[src/sv/ring_buffer_deque_defines.svh]
// Assertion macros used by the deque datapath (rbd_dp).
`ifndef RING_BUFFER_DEQUE_DEFINES_SVH
`define RING_BUFFER_DEQUE_DEFINES_SVH

`ifndef ASSERT_OFF
// Clocked assertion that is ignored while reset is active.
`define RBD_ASSERT(lbl, clk, rst_n, prop) \
	lbl: assert property (@(posedge clk) disable iff (!rst_n) prop) \
		else $error("ring_buffer_deque assertion failed");
// Clocked assertion that must also hold during reset.
`define RBD_ASSERT_NORST(lbl, clk, prop) \
	lbl: assert property (@(posedge clk) prop) \
		else $error("ring_buffer_deque assertion failed");
`else
`define RBD_ASSERT(lbl, clk, rst_n, prop)
`define RBD_ASSERT_NORST(lbl, clk, prop)
`endif

`endif

[src/sv/rbd_pkg.sv]
`default_nettype none

package rbd_pkg;

	// Storage geometry.
	localparam int CAPACITY = 16;
	localparam int ELEM_W   = 32;
	localparam int IDX_W    = $clog2(CAPACITY);
	localparam int CNT_W    = $clog2(CAPACITY + 1);
	localparam int SUM_W    = IDX_W + 1;

	// Field widths on the stream ports.
	localparam int CMD_W    = 2;
	localparam int DATA_W   = 32;
	localparam int STATUS_W = 2;
	localparam int OCC_W    = 5;
	localparam int M_DATA_W = 40;

	typedef enum logic [CMD_W-1:0] {
		CMD_PUSH_FRONT = 2'd0,
		CMD_POP_FRONT  = 2'd1,
		CMD_PUSH_BACK  = 2'd2,
		CMD_POP_BACK   = 2'd3
	} cmd_t;

	typedef enum logic [STATUS_W-1:0] {
		STS_DONE      = 2'd0,
		STS_OVERFLOW  = 2'd1,
		STS_UNDERFLOW = 2'd2
	} status_t;

	typedef enum logic [1:0] {
		ST_IDLE,
		ST_EXEC,
		ST_READ
	} state_t;

	// Controller to datapath commands.
	typedef struct packed {
		logic capture;
		logic exec;
		logic load_pop;
	} dp_ctrl_t;

	// Datapath to controller status.
	typedef struct packed {
		logic pop_ok;
		logic out_free;
	} dp_stat_t;

endpackage

`default_nettype wire

[src/sv/rbd_ram.sv]
`default_nettype none

module rbd_ram #(
	parameter int WIDTH = 32,
	parameter int DEPTH = 16,
	localparam int AW = $clog2(DEPTH)
) (
	input  wire logic             clk,
	input  wire logic             wr_en,
	input  wire logic [AW-1:0]    wr_addr,
	input  wire logic [WIDTH-1:0] wr_data,
	input  wire logic             rd_en,
	input  wire logic [AW-1:0]    rd_addr,
	output logic      [WIDTH-1:0] rd_data
);

	logic [WIDTH-1:0] mem_q [DEPTH];
	logic [WIDTH-1:0] rd_data_q;

	// Write port.
	always_ff @(posedge clk) begin
		if (wr_en) begin
			mem_q[wr_addr] <= wr_data;
		end
	end

	// Registered read port; data holds until the next read.
	always_ff @(posedge clk) begin
		if (rd_en) begin
			rd_data_q <= mem_q[rd_addr];
		end
	end

	assign rd_data = rd_data_q;

endmodule

`default_nettype wire

[src/sv/rbd_ctrl.sv]
`default_nettype none

module rbd_ctrl (
	input  wire logic             clk,
	input  wire logic             arst_n,
	input  wire logic             s_tvalid,
	output logic                  s_tready,
	input  wire rbd_pkg::dp_stat_t stat,
	output rbd_pkg::dp_ctrl_t     ctrl
);

	import rbd_pkg::*;

	state_t state_q;
	state_t state_nxt;

	// State register.
	always_ff @(posedge clk or negedge arst_n) begin
		if (!arst_n) begin
			state_q <= ST_IDLE;
		end else begin
			state_q <= state_nxt;
		end
	end

	// Next state.
	always_comb begin
		state_nxt = state_q;
		unique case (state_q)
			ST_IDLE: begin
				if (s_tvalid) begin
					state_nxt = ST_EXEC;
				end
			end
			ST_EXEC: begin
				if (stat.out_free) begin
					state_nxt = stat.pop_ok ? ST_READ : ST_IDLE;
				end
			end
			ST_READ: begin
				state_nxt = ST_IDLE;
			end
			default: begin
				state_nxt = ST_IDLE;
			end
		endcase
	end

	// Outputs decoded from the state.
	always_comb begin
		s_tready      = 1'b0;
		ctrl.capture  = 1'b0;
		ctrl.exec     = 1'b0;
		ctrl.load_pop = 1'b0;
		unique case (state_q)
			ST_IDLE: begin
				s_tready     = 1'b1;
				ctrl.capture = s_tvalid;
			end
			ST_EXEC: begin
				ctrl.exec = stat.out_free;
			end
			ST_READ: begin
				ctrl.load_pop = 1'b1;
			end
			default: begin
				s_tready = 1'b0;
			end
		endcase
	end

endmodule

`default_nettype wire

[src/sv/rbd_dp.sv]
`default_nettype none

`include "ring_buffer_deque_defines.svh"

module rbd_dp (
	input  wire logic                         clk,
	input  wire logic                         arst_n,
	input  wire rbd_pkg::dp_ctrl_t            ctrl,
	output rbd_pkg::dp_stat_t                 stat,
	input  wire logic [rbd_pkg::CMD_W-1:0]    in_cmd,
	input  wire logic [rbd_pkg::DATA_W-1:0]   in_data,
	output logic                              out_valid,
	input  wire logic                         out_ready,
	output logic [rbd_pkg::DATA_W-1:0]        out_data,
	output logic [rbd_pkg::STATUS_W-1:0]      out_status,
	output logic [rbd_pkg::OCC_W-1:0]         out_occ
);

	import rbd_pkg::*;

	// Captured request.
	cmd_t              cmd_q;
	logic [ELEM_W-1:0] data_q;

	// Deque bookkeeping.
	logic [IDX_W-1:0] front_q;
	logic [CNT_W-1:0] count_q;

	// Result register.
	logic                out_valid_q;
	logic [DATA_W-1:0]   out_data_q;
	status_t             out_status_q;
	logic [OCC_W-1:0]    out_occ_q;

	logic              is_push;
	logic              full;
	logic              empty;
	logic              push_ok;
	logic              pop_ok;
	logic [IDX_W-1:0]  front_dec;
	logic [IDX_W-1:0]  front_inc;
	logic [CNT_W-1:0]  offset;
	logic [SUM_W-1:0]  sum;
	logic [IDX_W-1:0]  slot;
	logic [IDX_W-1:0]  addr;
	logic [IDX_W-1:0]  front_nxt;
	logic [CNT_W-1:0]  count_nxt;
	status_t           direct_status;
	logic [ELEM_W-1:0] rd_data;

	// Capture the request fields on acceptance.
	always_ff @(posedge clk) begin
		if (ctrl.capture) begin
			cmd_q  <= cmd_t'(in_cmd);
			data_q <= in_data[ELEM_W-1:0];
		end
	end

	// Full and empty tests.
	assign is_push = (cmd_q == CMD_PUSH_FRONT) || (cmd_q == CMD_PUSH_BACK);
	assign full    = (count_q == CNT_W'(CAPACITY));
	assign empty   = (count_q == '0);
	assign push_ok = is_push && !full;
	assign pop_ok  = !is_push && !empty;

	// Wrapped neighbors of the front index.
	assign front_dec = (front_q == '0) ? IDX_W'(CAPACITY - 1) : front_q - 1'b1;
	assign front_inc = (front_q == IDX_W'(CAPACITY - 1)) ? '0 : front_q + 1'b1;

	// Back slot: front plus count, or front plus count minus one, wrapped once.
	assign offset = (cmd_q == CMD_PUSH_BACK) ? count_q : count_q - 1'b1;
	assign sum    = {1'b0, front_q} + SUM_W'(offset);
	assign slot   = (sum >= SUM_W'(CAPACITY)) ? IDX_W'(sum - SUM_W'(CAPACITY))
		: sum[IDX_W-1:0];

	// Store address for the current command.
	always_comb begin
		case (cmd_q)
			CMD_PUSH_FRONT: addr = front_dec;
			CMD_POP_FRONT:  addr = front_q;
			default:        addr = slot;
		endcase
	end

	// Next front index and count.
	always_comb begin
		front_nxt = front_q;
		count_nxt = count_q;
		if (push_ok) begin
			count_nxt = count_q + 1'b1;
			if (cmd_q == CMD_PUSH_FRONT) begin
				front_nxt = front_dec;
			end
		end else if (pop_ok) begin
			count_nxt = count_q - 1'b1;
			if (cmd_q == CMD_POP_FRONT) begin
				front_nxt = front_inc;
			end
		end
	end

	always_ff @(posedge clk or negedge arst_n) begin
		if (!arst_n) begin
			front_q <= '0;
			count_q <= '0;
		end else if (ctrl.exec) begin
			front_q <= front_nxt;
			count_q <= count_nxt;
		end
	end

	// Element store.
	rbd_ram #(
		.WIDTH (ELEM_W),
		.DEPTH (CAPACITY)
	) u_store (
		.clk     (clk),
		.wr_en   (ctrl.exec && push_ok),
		.wr_addr (addr),
		.wr_data (data_q),
		.rd_en   (ctrl.exec && pop_ok),
		.rd_addr (addr),
		.rd_data (rd_data)
	);

	// Status for results that need no store read.
	always_comb begin
		case (cmd_q) inside
			CMD_PUSH_FRONT, CMD_PUSH_BACK: direct_status = full ? STS_OVERFLOW : STS_DONE;
			default:                       direct_status = STS_UNDERFLOW;
		endcase
	end

	// Result register: loaded directly or from the store read.
	always_ff @(posedge clk or negedge arst_n) begin
		if (!arst_n) begin
			out_valid_q <= 1'b0;
		end else if ((ctrl.exec && !pop_ok) || ctrl.load_pop) begin
			out_valid_q <= 1'b1;
		end else if (out_ready) begin
			out_valid_q <= 1'b0;
		end
	end

	always_ff @(posedge clk) begin
		if (ctrl.exec && !pop_ok) begin
			out_data_q   <= '0;
			out_status_q <= direct_status;
			out_occ_q    <= OCC_W'(count_nxt);
		end else if (ctrl.load_pop) begin
			out_data_q   <= DATA_W'(rd_data);
			out_status_q <= STS_DONE;
			out_occ_q    <= OCC_W'(count_q);
		end
	end

	assign out_valid  = out_valid_q;
	assign out_data   = out_data_q;
	assign out_status = out_status_q;
	assign out_occ    = out_occ_q;
	assign stat       = '{pop_ok: pop_ok, out_free: (!out_valid_q || out_ready)};

	// The count never leaves its range.
	`RBD_ASSERT(a_count_range, clk, arst_n, count_q <= CNT_W'(CAPACITY))
	// A result is only loaded when the result register can take it.
	`RBD_ASSERT(a_load_when_free, clk, arst_n, (ctrl.exec || ctrl.load_pop) |-> stat.out_free)
	// A successful pop removes exactly one element.
	`RBD_ASSERT(a_pop_count, clk, arst_n, (ctrl.exec && pop_ok) |=> (count_q == $past(count_q) - 1'b1))
	// Executing and loading a read result never coincide.
	`RBD_ASSERT_NORST(a_exec_load_excl, clk, !(ctrl.exec && ctrl.load_pop))

endmodule

`default_nettype wire

[src/sv/ring_buffer_deque.sv]
// Circular double-ended queue of 16 elements of 32 bits. Each request on the
// slave stream carries a command in s_tuser (push front, pop front, push back,
// pop back) and the element in s_tdata; every request yields exactly one
// result on the master stream with the popped element (zero for pushes and
// refused pops), the status in m_tuser (done, overflow, underflow) and the
// occupancy after the command. A push into a full queue or a pop from an
// empty one is refused and changes nothing. A push or a refused command
// reaches the result register from the execute state after its acceptance,
// and a successful pop from the read state after that, as the element store
// has a registered read port; the controller takes one request at a time and
// accepts none until the last has reached the result register. That register
// lets the next request be accepted while a result still waits; a result held
// longer by m_tready delays the next request's execution.
`default_nettype none

module ring_buffer_deque (
	input  wire logic                             clk,
	input  wire logic                             arst_n,
	input  wire logic                             s_tvalid,
	output logic                                  s_tready,
	// s_tdata: push_data[31:0]
	input  wire logic [rbd_pkg::DATA_W-1:0]       s_tdata,
	// s_tuser: command[1:0]
	input  wire logic [rbd_pkg::CMD_W-1:0]        s_tuser,
	output logic                                  m_tvalid,
	input  wire logic                             m_tready,
	// m_tdata: pop_data[31:0], occupancy[36:32], zero[39:37]
	output logic [rbd_pkg::M_DATA_W-1:0]          m_tdata,
	// m_tuser: status[1:0]
	output logic [rbd_pkg::STATUS_W-1:0]          m_tuser
);

	import rbd_pkg::*;

	dp_ctrl_t          ctrl;
	dp_stat_t          stat;
	logic [DATA_W-1:0] pop_data;
	logic [OCC_W-1:0]  occupancy;

	// Sequencing of one request at a time.
	rbd_ctrl u_ctrl (
		.clk      (clk),
		.arst_n   (arst_n),
		.s_tvalid (s_tvalid),
		.s_tready (s_tready),
		.stat     (stat),
		.ctrl     (ctrl)
	);

	// Indices, element store and result register.
	rbd_dp u_dp (
		.clk        (clk),
		.arst_n     (arst_n),
		.ctrl       (ctrl),
		.stat       (stat),
		.in_cmd     (s_tuser),
		.in_data    (s_tdata),
		.out_valid  (m_tvalid),
		.out_ready  (m_tready),
		.out_data   (pop_data),
		.out_status (m_tuser),
		.out_occ    (occupancy)
	);

	// Pack the result fields.
	assign m_tdata = {(M_DATA_W - DATA_W - OCC_W)'(0), occupancy, pop_data};

endmodule

`default_nettype wire
[config.mk]
export PLATFORM = sky130hd
export DESIGN_NAME = ring_buffer_deque
export DESIGN_NICKNAME = d
export VERILOG_FILES = /design/src/sv/rbd_pkg.sv /design/src/sv/rbd_ram.sv /design/src/sv/rbd_ctrl.sv /design/src/sv/rbd_dp.sv /design/src/sv/ring_buffer_deque.sv
export VERILOG_INCLUDE_DIRS = /design/src /design/src/sv
export SDC_FILE = /design/constraint.sdc
export NUM_CORES = 1
export LEC_CHECK = 0
export ABC_AREA = 1
export BUFFER_PORTS_ARGS = -buffer_cell sky130_fd_sc_hd__buf_2
export CAP_MARGIN = 20
export CELL_PAD_IN_SITES_DETAIL_PLACEMENT = 0
export CELL_PAD_IN_SITES_GLOBAL_PLACEMENT = 1
export CORE_MARGIN = 2
export CORE_UTILIZATION = 50
export DETAILED_ROUTE_END_ITERATION = 12
export PLACE_DENSITY_LB_ADDON = 0.1
export RECOVER_POWER = 25
export SLEW_MARGIN = 10
export SYNTH_ARGS = -nofsm -noshare
export SYNTH_HDL_FRONTEND = slang
export SYNTH_SLANG_ARGS = --single-unit
[constraint.sdc]
create_clock -name clk -period 5.4 [get_ports clk]
set_input_delay 0.54 -clock clk [delete_from_list [all_inputs] [get_ports clk]]
set_output_delay 0.54 -clock clk [all_outputs]
set_load 0.01 [all_outputs]
==> flow_summary_export.csv, run 1 <==
group,metric,value,unit
power,switchingPower,0.008316,W
critical_path,worstPathArrival,4.63,ns
cells_and_area,drive_gt1_share,9.101,%
clock_network,clk_latency,0.60,ns
power,switching_share,42.73,%
sta,finClkSkew,0.02072,ns
floorplan,rows,84,
clock_network,htreeDepth,3,
sta,slew_viol_final,0,
power,p_int,0.01115,W
power,ir_drop,940.4,uV
power,p_total,0.01946,W
sta,rsz0062_at_grt,"no",
sta,worst_slew_pin_slew,1.315,ns
routing,drt-initial-drc-count,1774,
floorplan,die_w,233.7,um
outcome,status,"finished, final reports clean",
sta,hold_viol_final,0,
logic_synthesis,seq_area_frac_synth,70.17,%
power,comb_power_share,42.5,%
global_route,overflow,0,
power,p_seq_share,33.8,%
floorplan,die_h,233.7,um
clock_network,cts.sinks,629,
sta,setup_viol,0,
routing,ant_nets,0,
clock_network,clk_pin_slew,0.06,ns
sta,fin_ws,1.039,ns
power,power_density,654.4,nW/um^2
critical_path,path_max_fanout,30,
critical_path,worstSetupEndpointType,"flip-flop",
sta,slew_headroom,12.35,%
routing,drc,0,
cells_and_area,diodes,0,
critical_path,required,5.67,ns
routing,num_vias,17886,
routing,drtPass1Iterations,5,
global_route,grt_pass1_vias,17204,
sta,setup_tns,0,ns
clock_network,postCtsSetupBuffers,0,
logic_synthesis,syn-cell-area,26380,sq um
global_route,grt_usage,26.57,%
clock_network,cts_tree,"built",
clock_network,clockBufferDepth,3,
routing,routedWlPerCell,21.51,um
floorplan,start_util,50.39,%
logic_synthesis,synth_cells,2511,
flow_run,maxCapViolations,0,
placement,place_ws,1.102,ns
sta,finalCriticalPeriod,4.361,ns
placement,port_buffers,78,
critical_path,cp-start-kind,"flip-flop",
placement,dp_hpwl,37420,um
power,leakagePower,12.13,nW
critical_path,critical_path_class,"reg -> reg",
global_route,antenna_found_initial,1,
placement,gp_congestion,0.8270,
routing,via_per_inst,5.433,
clock_network,numCtsBuffers,67,
power,clkPwrFrac,23.7,%
logic_synthesis,yosysTopAreaCellShare,66.60,%
cells_and_area,nets,2596,
floorplan,coreArea,52340,sq um
logic_synthesis,synth.avg_cell_area,10.50,sq um
global_route,grt_max_degree,188,
logic_synthesis,yosysUniqueCellTypes,30,
floorplan,ios,82,
sta,timing.final.crit_share,80.76,%
floorplan,die_area,54600,sq um
logic_synthesis,synth_top_area_cell,"edfxtp_1",
sta,timing.fmax,229.3,MHz
routing,drt_wl_total,70810,um
clock_network,ctsRootBufferMaster,"clkbuf_16",
logic_synthesis,yosys_register_bits,629,
logic_synthesis,synthTopCellsByArea,"edfxtp_1 (67%), nand2_1 (18%), nand3_1 (5.8%)",
global_route,grt_pass1_wl,107500,um
logic_synthesis,ys_warn_count,0,
cells_and_area,syn_to_final_growth,12.75,%
hold_path,hold_path_class,"in -> reg",
[cell families (layout without fill, tap and decap cells)]
kind of cell    count (synthesis)  after routing  share of synthesized area [%]
flops                         629            629                          70.17
compound gates                 74             74                          1.485
buf+inv                       188            279                          3.401
xor+xnor                        4              4                         0.1329
simple gates                 1607           1607                          24.39
other cells                     1              3                        0.01422
fa+ha+maj                       8              8                         0.4080
[Yosys cell counts (all sizes together)]
cell type  count
nor2          34
o21ai         29
xnor2          1
clkinv         2
dfrtp         12
conb           1
dfxtp         32
inv           34
o22ai          3
edfxtp       585
buf          126
nand2       1265
nand4          2
ha             7
a31oi          1
xor2           3
nand3        305
fa             1
clkbuf        26
nor3           1
a22oi          4
o211ai         1
a21oi         36
[worst max-delay path, stage by stage, from the launching register on]
cell	delay, ns
dfrtp_1	0.45
inv_1	0.14
ha_1	0.31
inv_1	0.09
nand2_1	0.06
o21ai_0	0.13
inv_1	0.09
fa_1	0.36
inv_1	0.08
a21oi_1	0.06
o21ai_0	0.16
nand3_4	0.44
inv_2	0.21
buf_4	0.39
nand2_1	0.33
nor2_4	0.39
buf_12	0.29
[area by class of cell]
class                   count  area, sq um
flip-flops and latches    629        18510
multi-input cells        1696         7162
fillers                  4504        22600
clock buffers              96         1973
clock inverters            27        241.5
inverters                  36        142.6
repair buffers            120        850.8
well taps                 688        860.8
[power groups by stage]
stage / Clock [W] / Sequential, W / Combinational (W)
6_report: 0.00461 / 0.00658 / 0.00827
5_1_grt: 0.00487 / 0.00664 / 0.00932
4_1_cts: 0.00469 / 0.00658 / 0.00829
3_5_place_dp: 0 / 0.00668 / 0.00825
3_3_place_gp: 0 / 0.00666 / 0.00826
2_1_floorplan: 0 / 0.00660 / 0.00565
[final timing paths]
path,end,depth (start not counted),from,slack [ns]
max reg2reg,u_dp.u_store.mem_q[3][19],16,u_dp.count_q[0],1.04
min,u_dp.data_q[19],1,s_tdata[19],0.11
max in group asynchronous,u_ctrl.state_q[0],2,arst_n,4.34
min reg2reg,u_dp.out_data[8],2,u_dp.out_data[8],0.46
max,u_dp.u_store.mem_q[3][19],16,u_dp.count_q[0],1.04
min in group asynchronous,u_dp.front_q[0],2,arst_n,0.54
[sequential cells by signal, indices dropped and copies added, names as in the netlist]
signal,flops
u_dp.out_data,32
u_dp.u_store.mem_q,512
u_dp.data_q,32
u_dp.u_store.rd_data,32
u_dp.front_q,4
u_dp.count_q,5
u_dp.cmd_q,2
u_dp.out_status,2
u_dp.out_occ,5
u_dp.out_valid,1
u_ctrl.state_q,2
[per-layer routing]
layer	wire length [um]	global-route usage [%]
met1	31630	37.84
met2	32690	41.61
met3	4607	4.382
met4	1878	9.078
met5	0	0
[placed cells by master (no fill, tap or decap), types with 19 or more instances in the layout]
| master | synthesis | layout |
|---|---|---|
| nor2_4 | 0 | 19 |
| buf_2 | 105 | 72 |
| nand2_1 | 1264 | 1263 |
| clkbuf_1 | 26 | 23 |
| buf_4 | 16 | 29 |
| a21oi_1 | 36 | 36 |
| clkbuf_16 | 0 | 73 |
| dfxtp_1 | 32 | 32 |
| nand3_1 | 304 | 303 |
| o21ai_0 | 28 | 28 |
| edfxtp_1 | 585 | 585 |
| inv_1 | 26 | 26 |
[stage by stage]
| step | std cells | util [%] | hold WS (ns) | area (sq um) |
|---|---|---|---|---|
| 6_report | 3292 | 56.82 | 0.1149 | 29740 |
| 5_1_grt | 3292 | 56.82 | 0.09455 | 29740 |
| 4_1_cts | 3291 | 56.79 | 0.08349 | 29730 |
| 3_5_place_dp | 3167 | 52.54 | 0.4505 | 27500 |
| 3_3_place_gp | 3167 | 52.54 | 0.4442 | 27500 |
| 2_1_floorplan | 2513 | - | 0.2444 | 26380 |
[timing repair]
action                    in CTS  in global routing
hold buffers                   1                  0
hold endpoints to repair      12                  0
resized for setup              0                  0
Note: power is estimated with default switching activity, not from simulation.
==> run 2: changes to the inputs <==
--- a/config.mk
+++ b/config.mk
@@ -6,13 +6,13 @@
 export SDC_FILE = /design/constraint.sdc
 export NUM_CORES = 1
 export LEC_CHECK = 0
-export ABC_AREA = 1
+export ABC_AREA = 0
 export BUFFER_PORTS_ARGS = -buffer_cell sky130_fd_sc_hd__buf_2
 export CAP_MARGIN = 20
 export CELL_PAD_IN_SITES_DETAIL_PLACEMENT = 0
 export CELL_PAD_IN_SITES_GLOBAL_PLACEMENT = 1
 export CORE_MARGIN = 2
-export CORE_UTILIZATION = 50
+export CORE_UTILIZATION = 52
 export DETAILED_ROUTE_END_ITERATION = 12
 export PLACE_DENSITY_LB_ADDON = 0.1
 export RECOVER_POWER = 25
==> constraint.sdc (replaced) <==
create_clock -name clk -period 4.2 [get_ports clk]
set_input_delay 0.42 -clock clk [delete_from_list [all_inputs] [get_ports clk]]
set_output_delay 0.42 -clock clk [all_outputs]
set_load 0.01 [all_outputs]
==> flow_summary_export.csv, run 2 <==
group,metric,value,unit
cells_and_area,drive_gt1_share,14.59,%
outcome,status,"finished, final reports clean",
logic_synthesis,syn-cell-area,24250,sq um
global_route,grt_usage,22.96,%
clock_network,clockBufferDepth,3,
clock_network,numCtsBuffers,67,
cells_and_area,largest_reg_flops,512,
cells_and_area,largest_register,"u_dp.u_store.mem_q",
routing,via_per_inst,5.662,
cells_and_area,finalNonFillerCells,2382,
critical_path,r2r_cells,12,
clock_network,clk_pin_slew,0.06,ns
routing,drc,0,
logic_synthesis,synthTopCellsByArea,"edfxtp_1 (72%), mux2i_1 (6.7%), nand2_1 (5.2%)",
clock_network,cts.sinks,629,
hold_path,hold_path_depth,3,
flow_run,maxCapViolations,0,
logic_synthesis,yosysUniqueCellTypes,55,
global_route,grt_pass1_wl,81680,um
placement,dp_hpwl,30710,um
logic_synthesis,ys_warn_count,0,
sta,setup_tns,0,ns
critical_path,cp-start-kind,"flip-flop",
sta,setup_viol,0,
routing,ant_nets,0,
logic_synthesis,synthFlopType,"edfxtp_1",
cells_and_area,layout_common_cells,"edfxtp_1 (585), nand2_1 (333), mux2i_1 (163)",
critical_path,crit_chain,"inv_1 > ha_1 > nand2_1 > o21a_1 > inv_1 > fa_1 > nand2b_1 > o31a_2 > buf_12 > nand3_1 > nor2_4 > buf_4",
floorplan,rows,79,
floorplan,die_w,220.0,um
critical_path,reg2reg_to,"u_dp.u_store.mem_q[12][21]",
global_route,antenna_found_initial,0,
hold_path,hold_end,"u_ctrl.state_q[0]",
cells_and_area,final_common_cell,"edfxtp_1",
floorplan,die_area,48390,sq um
global_route,overflow,0,
cells_and_area,syn_to_final_growth,16.55,%
sta,timing.final.crit_share,92.99,%
sta,worst_slew_pin_slew,0.9319,ns
floorplan,coreArea,46260,sq um
sta,finClkSkew,0.01906,ns
logic_synthesis,synth.most_common_cell,"edfxtp_1",
global_route,grt_pass1_vias,13412,
floorplan,ios,82,
sta,finalCriticalPeriod,3.906,ns
hold_path,hold_path_class,"in -> reg",
sta,timing.fmax,256.0,MHz
logic_synthesis,synth.avg_cell_area,15.32,sq um
placement,gp_congestion,0.7570,
placement,place_inst,2226,
critical_path,crit_slowest_cell,"buf_4",
sta,hold_viol_final,0,
critical_path,required,4.42,ns
floorplan,start_util,52.43,%
cells_and_area,diodes,0,
clock_network,ctsRootBufferMaster,"clkbuf_16",
routing,drt-initial-drc-count,1136,
routing,num_vias,13487,
routing,drtPass1Iterations,5,
logic_synthesis,synth_async_sr_flop_share,1.908,%
clock_network,clk_latency,0.60,ns
logic_synthesis,synth_cells,1583,
logic_synthesis,synthTopCellsByCount,"edfxtp_1 (585), nand2_1 (333), mux2i_1 (163), o22ai_1 (64), buf_2 (56)",
logic_synthesis,yosys_register_bits,629,
critical_path,r2r_slack,0.29,ns
routing,routedWlPerCell,22.76,um
logic_synthesis,yosysTopAreaCellShare,72.43,%
floorplan,die_h,220.0,um
power,leakagePower,9.999,nW
critical_path,slowest_delay,0.50,ns
clock_network,cts_tree,"built",
routing,drt_wl_total,54210,um
clock_network,ctsResizeCount,0,
logic_synthesis,synth_top_area_cell,"edfxtp_1",
critical_path,r2r-start,"u_dp.count_q[0]",
critical_path,worstPathArrival,4.12,ns
clock_network,htreeDepth,3,
sta,rsz0062_at_grt,"no",
power,ir_drop,887.9,uV
placement,port_buffers,78,
cells_and_area,nets,1769,
logic_synthesis,seq_area_frac_synth,76.31,%
hold_path,holdCritStartpoint,"s_tvalid",
cells_and_area,final_util,61.11,%
sta,slew_viol_final,0,
sta,slew_headroom,37.87,%
critical_path,path_max_fanout,97,
critical_path,worstSetupEndpointType,"flip-flop",
power,power_density,847.5,nW/um^2
global_route,grt_max_degree,98,
critical_path,critical_path_class,"reg -> reg",
critical_path,crit_top_cell,"inv_1",
logic_synthesis,synth_edf_count,585,
[run 2: cell types whose count changed after synthesis, sizes merged, moves of 7 or more]
cell,before,now
nand2,1265,333
nand3,305,7
mux2i,0,163
buf,126,65
o22ai,3,64
o21ai,29,77
a32oi,0,32
o221ai,0,32
inv,34,9
nor2,34,27
xnor2,1,8
[run 2: stage by stage]
step           hold slack (ns)  worst slack (ns)  area [sq um]  power, W
2_1_floorplan           0.1244           -0.4346         24280   0.01498
3_3_place_gp            0.3265            0.2592         25730   0.01822
3_5_place_dp            0.3246            0.2470         25730   0.01832
4_1_cts                0.04187            0.2294         28250   0.02418
5_1_grt                0.08776           0.01594         28270   0.02527
6_report                0.1067            0.2944         28270   0.02396
[run 2: critical path, delay by kind of cell (launching register included)]
kind	cells	cell delay, ns
AO/OA/AOI/OAI	2	0.35
adder cells (fa/ha/maj)	2	0.84
buffers and inverters	4	1.05
flip-flops	1	0.42
AND/OR/NAND/NOR	4	0.85
[run 2: final cells by class]
| type | instances | area [sq um] |
|---|---|---|
| inverters | 9 | 33.78 |
| repair buffers | 165 | 1358 |
| clock buffers | 88 | 1829 |
| clock inverters | 33 | 341.6 |
| well taps | 607 | 759.5 |
| multi-input cells | 851 | 5440 |
| flip-flops and latches | 629 | 18510 |
| fillers | 3531 | 17990 |
[run 2: repair_timing]
item | in CTS | in global routing
hold buffers | 34 | 0
hold endpoints to repair | 45 | 0
buffers inserted | 0 | 0
endpoints found under the setup margin | 0 | 0
[run 2: metal layers]
metal	up-vias	part of all wire (%)	wire length, um	track usage [%]
met5	-	0	0	0
met3	83	4.6	2504	3.754
met4	0	2.3	1220	6.510
li1	6279	-	-	-
met1	6781	44	23930	31.65
met2	344	49	26560	38.01
[run 2: cells by family after synthesis]
logic type,Yosys count,share of synthesized area [%]
adders and majority gates,8,0.4436
and+or+nand+nor,397,6.691
other,1,0.01546
AOI/OAI and AO/OA,265,7.088
muxes,166,6.866
DFF,629,76.31
buffers and inverters,105,2.100
xor gates and xnor gates,12,0.4901
[run 2: how the worst max path moves through the flow]
stage | startpoint | end
2_1_floorplan | u_dp.cmd_q[0] | u_dp.u_store.mem_q[0][0]
3_3_place_gp | u_dp.count_q[0] | u_dp.u_store.mem_q[12][15]
3_5_place_dp | u_dp.count_q[0] | u_dp.u_store.mem_q[12][15]
4_1_cts | u_dp.count_q[0] | u_dp.u_store.mem_q[12][23]
5_1_grt | u_dp.count_q[0] | u_dp.u_store.mem_q[12][23]
6_report | u_dp.count_q[0] | u_dp.u_store.mem_q[12][21]
[run 2: report_power, final]
part | leakage (nW) | internal, W | switching [W]
clock | 1.05 | 0.00345 | 0.00235
sequential | 5.70 | 0.00804 | 0.000494
combinational | 3.24 | 0.00351 | 0.00612
